**src/hw/rtl/bdclp_pkg.sv**
```systemverilog
package bdclp_pkg;

	localparam int BUTTONS     = 4;
	localparam int COUNT_WIDTH = 16;
	localparam int DEB_W       = 8;
	localparam int LONG_W      = 16;
	localparam int CFG_W       = 16;
	localparam int CFG_IDX_W   = 1;

	localparam logic [CFG_IDX_W-1:0] REG_DEBOUNCE   = CFG_IDX_W'(0);
	localparam logic [CFG_IDX_W-1:0] REG_LONG_PRESS = CFG_IDX_W'(1);

	localparam logic [COUNT_WIDTH-1:0] CNT_MAX = '1;

	typedef logic [COUNT_WIDTH-1:0] cnt_t;

	// per-button findings handed to the merge stage
	typedef struct packed {
		logic pressed;
		logic click;
		logic longp;
	} lane_evt_t;

	function automatic cnt_t sat_inc(input cnt_t v);
		sat_inc = (v == CNT_MAX) ? v : v + cnt_t'(1);
	endfunction

endpackage

```
**src/hw/rtl/bdclp_lane.sv**
```systemverilog
module bdclp_lane import bdclp_pkg::*; (
	input  logic              clk,
	input  logic              arst_n,
	input  logic              step,
	input  logic              raw,
	input  logic [DEB_W-1:0]  debounce_ticks,
	input  logic [LONG_W-1:0] long_press_ticks,
	output lane_evt_t         evt
);

	logic last_raw_q, deb_q, long_done_q, pending_q;
	cnt_t stable_q, hold_q;

	logic raw_chg, deb_flip, acc_press, deb_n, ld_mid, pend_mid, long_hit;
	logic ld_n, pend_n;
	cnt_t stable_n, hold_n;

	always_comb begin
		raw_chg   = raw != last_raw_q;
		stable_n  = raw_chg ? '0 : sat_inc(stable_q);
		deb_flip  = (32'(stable_n) > 32'(debounce_ticks)) && (raw != deb_q);
		deb_n     = deb_flip ? raw : deb_q;
		acc_press = deb_flip && !raw;
		if (acc_press) begin
			hold_n = '0;
		end else if (!deb_n) begin
			hold_n = sat_inc(hold_q);
		end else begin
			hold_n = hold_q;
		end
		ld_mid   = acc_press ? 1'b0 : long_done_q;
		pend_mid = acc_press ? 1'b1 : pending_q;
		long_hit = 1'b0;
		evt      = '0;
		ld_n     = ld_mid;
		pend_n   = pend_mid;
		if (!deb_n) begin
			evt.pressed = 1'b1;
			long_hit    = !ld_mid && (32'(hold_n) >= 32'(long_press_ticks));
			evt.longp   = long_hit;
			ld_n        = ld_mid | long_hit;
		end else if (pend_mid) begin
			pend_n    = 1'b0;
			evt.click = !ld_mid;
			ld_n      = 1'b0;
		end
	end

	always_ff @(posedge clk or negedge arst_n) begin
		if (!arst_n) begin
			last_raw_q  <= 1'b1;
			deb_q       <= 1'b1;
			stable_q    <= '0;
			hold_q      <= '0;
			long_done_q <= 1'b0;
			pending_q   <= 1'b0;
		end else if (step) begin
			last_raw_q  <= raw;
			deb_q       <= deb_n;
			stable_q    <= stable_n;
			hold_q      <= hold_n;
			long_done_q <= ld_n;
			pending_q   <= pend_n;
		end
	end

endmodule

```
**src/hw/rtl/bdclp_merge.sv**
```systemverilog
module bdclp_merge import bdclp_pkg::*; (
	input  logic                      clk,
	input  logic                      arst_n,
	input  lane_evt_t [BUTTONS-1:0]   evt,
	input  logic                      in_valid,
	output logic                      in_ready,
	output logic                      out_valid,
	input  logic                      out_ready,
	output logic [BUTTONS-1:0]        pressed_mask,
	output logic [BUTTONS-1:0]        click_mask,
	output logic [BUTTONS-1:0]        long_press_mask
);

	logic [BUTTONS-1:0] p_n, c_n, l_n;
	logic [BUTTONS-1:0] p_q, c_q, l_q, sp_q, sc_q, sl_q;
	logic               out_v_q, skid_v_q, in_acc;

	always_comb begin
		for (int i = 0; i < BUTTONS; i++) begin
			p_n[i] = evt[i].pressed;
			c_n[i] = evt[i].click;
			l_n[i] = evt[i].longp;
		end
	end

	assign in_ready = !skid_v_q;
	assign in_acc   = in_valid && in_ready;

	// main output register plus one skid entry
	always_ff @(posedge clk or negedge arst_n) begin
		if (!arst_n) begin
			out_v_q  <= 1'b0;
			skid_v_q <= 1'b0;
		end else begin
			if (out_v_q && out_ready) begin
				if (skid_v_q) begin
					skid_v_q <= 1'b0;
				end else begin
					out_v_q <= 1'b0;
				end
			end
			if (in_acc) begin
				if (!out_v_q || out_ready) begin
					out_v_q <= 1'b1;
				end else begin
					skid_v_q <= 1'b1;
				end
			end
		end
	end

	always_ff @(posedge clk) begin
		if (out_v_q && out_ready && skid_v_q) begin
			p_q <= sp_q;
			c_q <= sc_q;
			l_q <= sl_q;
		end
		if (in_acc) begin
			if (!out_v_q || out_ready) begin
				p_q <= p_n;
				c_q <= c_n;
				l_q <= l_n;
			end else begin
				sp_q <= p_n;
				sc_q <= c_n;
				sl_q <= l_n;
			end
		end
	end

	assign out_valid       = out_v_q;
	assign pressed_mask    = p_q;
	assign click_mask      = c_q;
	assign long_press_mask = l_q;

endmodule

```
**src/hw/rtl/button_debounce_click_long_press_top.sv**
```systemverilog
// Four-button debouncer with click and long-press events. Each accepted item is one
// tick carrying the raw active-low button levels; it yields one result item with the
// debounced pressed mask and one-tick click and long-press masks. One item per clock
// while the skid buffer is empty: every button has its own lane of counters updated
// in the accepting cycle, and a registered merge stage with a one-entry skid buffer
// delivers the result. Registers (debounce_ticks at index 0, long_press_ticks at
// index 1) should be written only while no item is in flight.
module button_debounce_click_long_press_top import bdclp_pkg::*; (
	input  logic                 clk,
	input  logic                 arst_n,
	input  logic                 cfg_we,
	input  logic [CFG_IDX_W-1:0] cfg_index,
	input  logic [CFG_W-1:0]     cfg_data,
	input  logic                 in_valid,
	output logic                 in_ready,
	input  logic [BUTTONS-1:0]   raw_levels,
	output logic                 out_valid,
	input  logic                 out_ready,
	output logic [BUTTONS-1:0]   pressed_mask,
	output logic [BUTTONS-1:0]   click_mask,
	output logic [BUTTONS-1:0]   long_press_mask
);

	logic [DEB_W-1:0]        deb_ticks_q;
	logic [LONG_W-1:0]       long_ticks_q;
	lane_evt_t [BUTTONS-1:0] evt;
	logic                    step;

	always_ff @(posedge clk or negedge arst_n) begin
		if (!arst_n) begin
			deb_ticks_q  <= DEB_W'(50);
			long_ticks_q <= LONG_W'(1000);
		end else if (cfg_we) begin
			case (cfg_index)
				REG_DEBOUNCE:   deb_ticks_q  <= cfg_data[DEB_W-1:0];
				REG_LONG_PRESS: long_ticks_q <= cfg_data[LONG_W-1:0];
				default: ;
			endcase
		end
	end

	assign step = in_valid && in_ready;

	for (genvar g = 0; g < BUTTONS; g++) begin : g_lane
		bdclp_lane u_lane (
			.clk              (clk),
			.arst_n           (arst_n),
			.step             (step),
			.raw              (raw_levels[g]),
			.debounce_ticks   (deb_ticks_q),
			.long_press_ticks (long_ticks_q),
			.evt              (evt[g])
		);
	end

	bdclp_merge u_merge (
		.clk             (clk),
		.arst_n          (arst_n),
		.evt             (evt),
		.in_valid        (in_valid),
		.in_ready        (in_ready),
		.out_valid       (out_valid),
		.out_ready       (out_ready),
		.pressed_mask    (pressed_mask),
		.click_mask      (click_mask),
		.long_press_mask (long_press_mask)
	);

endmodule
```
**config.mk**
```make
export PLATFORM = sky130hd
export DESIGN_NAME = button_debounce_click_long_press_top
export DESIGN_NICKNAME = d
export VERILOG_FILES = /design/src/hw/rtl/bdclp_pkg.sv /design/src/hw/rtl/bdclp_lane.sv /design/src/hw/rtl/bdclp_merge.sv /design/src/hw/rtl/button_debounce_click_long_press_top.sv
export SDC_FILE = /design/constraint.sdc
export NUM_CORES = 1
export LEC_CHECK = 0
export BUFFER_PORTS_ARGS = -buffer_cell sky130_fd_sc_hd__buf_4
export CORE_MARGIN = 10
export CORE_UTILIZATION = 40
export DETAILED_ROUTE_END_ITERATION = 16
export PLACE_DENSITY = 0.55
export SLEW_MARGIN = 20
export SYNTH_ARGS = -nofsm -noshare
export SYNTH_HDL_FRONTEND = slang
export SYNTH_SLANG_ARGS = --single-unit
```
**constraint.sdc**
```tcl
create_clock -name clk -period 6 [get_ports clk]
set_clock_uncertainty 0.05 [all_clocks]
set_input_delay 0 -clock clk [delete_from_list [all_inputs] [get_ports clk]]
set_output_delay 0 -clock clk [all_outputs]
set_load 0.02 [all_outputs]
```
==> results.txt <==
----------------------------------------------------
[Finish]
  Fill cell count ... around 3,400
  End-of-flow core utilization ... 47.0%
  Number of antenna repair diodes ... 0
  Net count reported at finish ... 1,880
  Layout cell share with drive strength beyond 1 ... a little over an eighth
  Final cell count without fillers ... between 2,000 and 2,500
  Commonest non-fill, non-tap cells in the layout ... nand2_1, nor2_1, dfrtp_1
  Synthesis-to-finish area growth ... 15.2%
  Most common library cell in the layout ignoring fill and taps ... nand2_1

[STA]
  Number of slew-limit violations in the final report ... 0
  Transition time at the pin with the least slew margin ... 1.03 ns
  Setup slack after layout ... 0.368 ns
  Min cycle time layout ... about 5.6 ns
  Period Utilization, post-route ... around 94%
  Finish-stage setup viols ... 0
  Setup repair after global routing missed its margin ... true
  Maximum clock frequency ... 178 MHz
  Relative slew slack ... a little under a third
  Count of endpoints failing hold in the final timing report ... 0
  Final hold slack ... 0.0598 ns

[Clock tree]
  Number of clock sinks ... approximately 190
  Root buffer selected by CTS ... clkbuf_16
  # H-tree levels ... 4
  CTS buffer count ... 17
  TritonCTS clock tree ... built
  Max clock buf depth ... 2
  Clock transition at the registers of the reported paths ... 0.08 ns
  Worst-skew pair later-pin latency ... 0.45 ns

[Placement]
  Minimum setup slack after placement ... 0.0782 ns
  Number of placed cells counting well taps ... 2,142
  Final GP Congestion ... 0.864
  PortBufs ... 39
  HPWL reported at the end of detailed placement ... 28,100 um

[Global routing]
  Residual overflow from global routing ... 0
  Number of antenna violations at the first check in global routing ... 0
  Via count of the first global-routing pass ... 12,300
  Pin count of the biggest net entering global routing ... 90
  First-pass GRT wire length ... about 66,000 um
  Combined global-route utilization of all metal layers ... approximately 18%

[Routing]
  Vias post-DR ... 12,800
  First DRT Iteration DRCs ... slightly below 900
  DRC errors left ... 0
  Total wire length after detailed routing ... 40,700 um
  First drt pass iteration count ... 5
  Routed WL per cell ... between 15 and 20 um
  Average via count per standard cell ... 5.77
  Antenna-violating nets left ... 0
  Wire length on met1 ... between 20,000 and 25,000 um
  Highest layer used for signal routing ... met4
  Met3 layer wire length in the routed design ... 1560 um
  Routed met2 length ... 18,500 um

[Die]
  Core outline area ... 34,700 um^2
  Initial core utilization ... 40.8%
  Floorplan die height ... 208 um
  Die area ... 43,400 um^2
  Chip Width ... 208 um
  Total number of placement rows ... slightly below 70
  Number of top-level design ports ... 40

[Synthesis]
  Syn nets ... 1,806
  Number of flops mapped to enable cells by yosys ... 12
  Async set-or-reset flop fraction in the synthesized netlist ... 87.6%
  Main flop type after synthesis ... dfrtp_1
  Average instance area after synthesis ... around 8.5 um^2
  Total number of yosys warnings ... 0
  Mapped Cells ... 1,676
  Combined area of all synthesized cells ... 14,200 um^2
  Flip-flop and latch count after synthesis ... between 150 and 200
  Sequential cell area fraction in the yosys report ... 34.4%
  Distinct cell type count of the synthesized netlist ... roughly 90

[Worst setup path]
  Worst-path maximum fanout ... 8
  Top Family by Delay on Critical Path ... simple AND/OR/NAND/NOR gates
  CP Class ... reg -> reg
  Worst Path Required ... 6.30 ns
  Arrival @ worst endpoint ... ~5.9 ns
  Slowest-stage cell, CP ... or3_4
  Number of buffers and inverters on the critical path ... 1
  Critical path endpoint category ... flop
  Critical path's largest stage delay ... 0.44 ns
  R2R cell count ... 29
  CP Depth ... 29
  Type of origin of the critical path ... flop

[Worst hold path]
  Hold Crit Depth ... 3
  Worst hold path class ... in -> reg

[Run]
  Max-Cap Viols ... 0

[Status]
  Result of the run ... complete, no violations

[Power]
  Leak Pwr ... 0.00706 uW
  Worst ir drop on vdd ... 0.000435 V
  Cell area power density ... 355 nW/um^2

----------------------------------------------------
-- flip-flops by register name (all words and copies together), names as in the netlist --
| signal | cells |
|---|---|
| g_lane.u_lane.hold_q | 64 |
| g_lane.u_lane.stable_q | 64 |
| long_ticks_q | 16 |
| deb_ticks_q | 8 |
| g_lane.u_lane.deb_q | 4 |
| g_lane.u_lane.last_raw_q | 4 |
| g_lane.u_lane.long_done_q | 4 |
| g_lane.u_lane.pending_q | 4 |
| u_merge.click_mask | 4 |
| u_merge.long_press_mask | 4 |
| u_merge.pressed_mask | 4 |
| u_merge.sc_q | 4 |
| u_merge.sl_q | 4 |
| u_merge.sp_q | 4 |
| u_merge.out_valid | 1 |
| u_merge.skid_v_q | 1 |
-- Yosys cell counts (8+ instances only) --
master    number  area (um^2)
nand2_1      193          724
and3_1        37          231
a21oi_1      110          551
buf_2         12         60.1
a211o_1       11         96.3
a21o_1        40          300
mux2_2        24          270
nand2b_1      21          131
o22a_1        11         96.3
a31oi_1       23          144
o21ai_1        8         40.0
o21a_1         8         60.1
xnor2_1       34          298
inv_1         54          203
nand3_1       57          285
and2_1        10         62.6
nor4_1        16          100
mux2i_1       23          230
or3_1         23          144
o21ai_0      105          526
nor2b_1       15         93.8
o31ai_1       45          338
dfxtp_1       12          240
a22o_1        14          123
ha_1         104         1300
dfrtp_1      153         3830
nor3_1        34          170
edfxtp_1      12          360
nand4_1       52          325
o211ai_1      13         97.6
a211oi_1      13         97.6
xor2_1        30          263
clkbuf_1      58          218
nor2_1       155          582
buf_1          8         30.0
and4_1        10         87.6
dfstp_2       17          447
-- worst paths after layout --
| kind | startpoint | endpoint | slack (ns) |
|---|---|---|---|
| max | g_lane[1].u_lane.stable_q[0] | u_merge.long_press_mask[1] | 0.37 |
| min | cfg_index | deb_ticks_q[5] | 0.06 |
| max reg2reg | g_lane[1].u_lane.stable_q[0] | u_merge.long_press_mask[1] | 0.37 |
| min reg2reg | g_lane[0].u_lane.last_raw_q | g_lane[0].u_lane.last_raw_q | 0.43 |
| max in group asynchronous | arst_n | g_lane[3].u_lane.stable_q[0] | 4.43 |
| min in group asynchronous | arst_n | g_lane[0].u_lane.stable_q[11] | 0.15 |
-- power breakdown --
part           switching [uW]  leakage [uW]  internal (uW)
clock                     559      0.000304            680
sequential                308       0.00233           1610
combinational            1560       0.00443           1070
total                    2430       0.00706           3360
-- what timing repair did --
action / 4_1_cts / 5_1_grt
hold buffers: 36 / 0
setup buffers: 0 / 5
endpoints found under the setup margin: 0 / 12
gates resized for setup: 0 / 36
hold endpoints to repair: 112 / 0
-- through the flow --
stage	power (uW)	instance area [um^2]	setup TNS, ns
floorplan	3660	14200	0
detailed placement	4440	15200	0
global route	6240	16300	-0.0845
CTS	5720	16100	0
global placement	4390	15200	0
finish	5790	16300	0
-- routing by layer --
metal	vias to the layer above	track usage (%)
li1	6353	-
met1	6177	25.2
met2	251	28.9
met3	25	3.07
met4	0	4.18
met5	-	0
-- worst min-delay path, cell delays in order --
cell and delay [ns]:
buf_4 0.08, nor2b_1 0.18, o21ai_0 0.24
-- cells by family (layout without fill, tap and decap cells) --
| logic type | after synthesis | in the layout | share of synthesized area (%) |
|---|---|---|---|
| XOR/XNOR | 64 | 64 | 3.96 |
| adder cells (fa/ha/maj) | 104 | 104 | 9.18 |
| multiplexers | 47 | 47 | 3.53 |
| buffers and inverters | 140 | 227 | 4.02 |
| flip-flops | 194 | 194 | 34.4 |
| AND/OR/NAND/NOR | 654 | 654 | 22.8 |
| AO/OA/AOI/OAI | 473 | 473 | 22.1 |
-- final cells by class --
| cell class | instances | area [um^2] | area share (%) |
|---|---|---|---|
| Clock inverter | 9 | 115 | 0.705 |
| Timing Repair Buffer | 139 | 1170 | 7.14 |
| Multi-Input combinational cell | 1342 | 8880 | 54.4 |
| Inverter | 56 | 210 | 1.29 |
| Clock buffer | 23 | 499 | 3.06 |
| Tap cell | 455 | 569 | 3.49 |
| Sequential cell | 194 | 4890 | 29.9 |
Note: power is estimated with default switching activity, not from simulation.
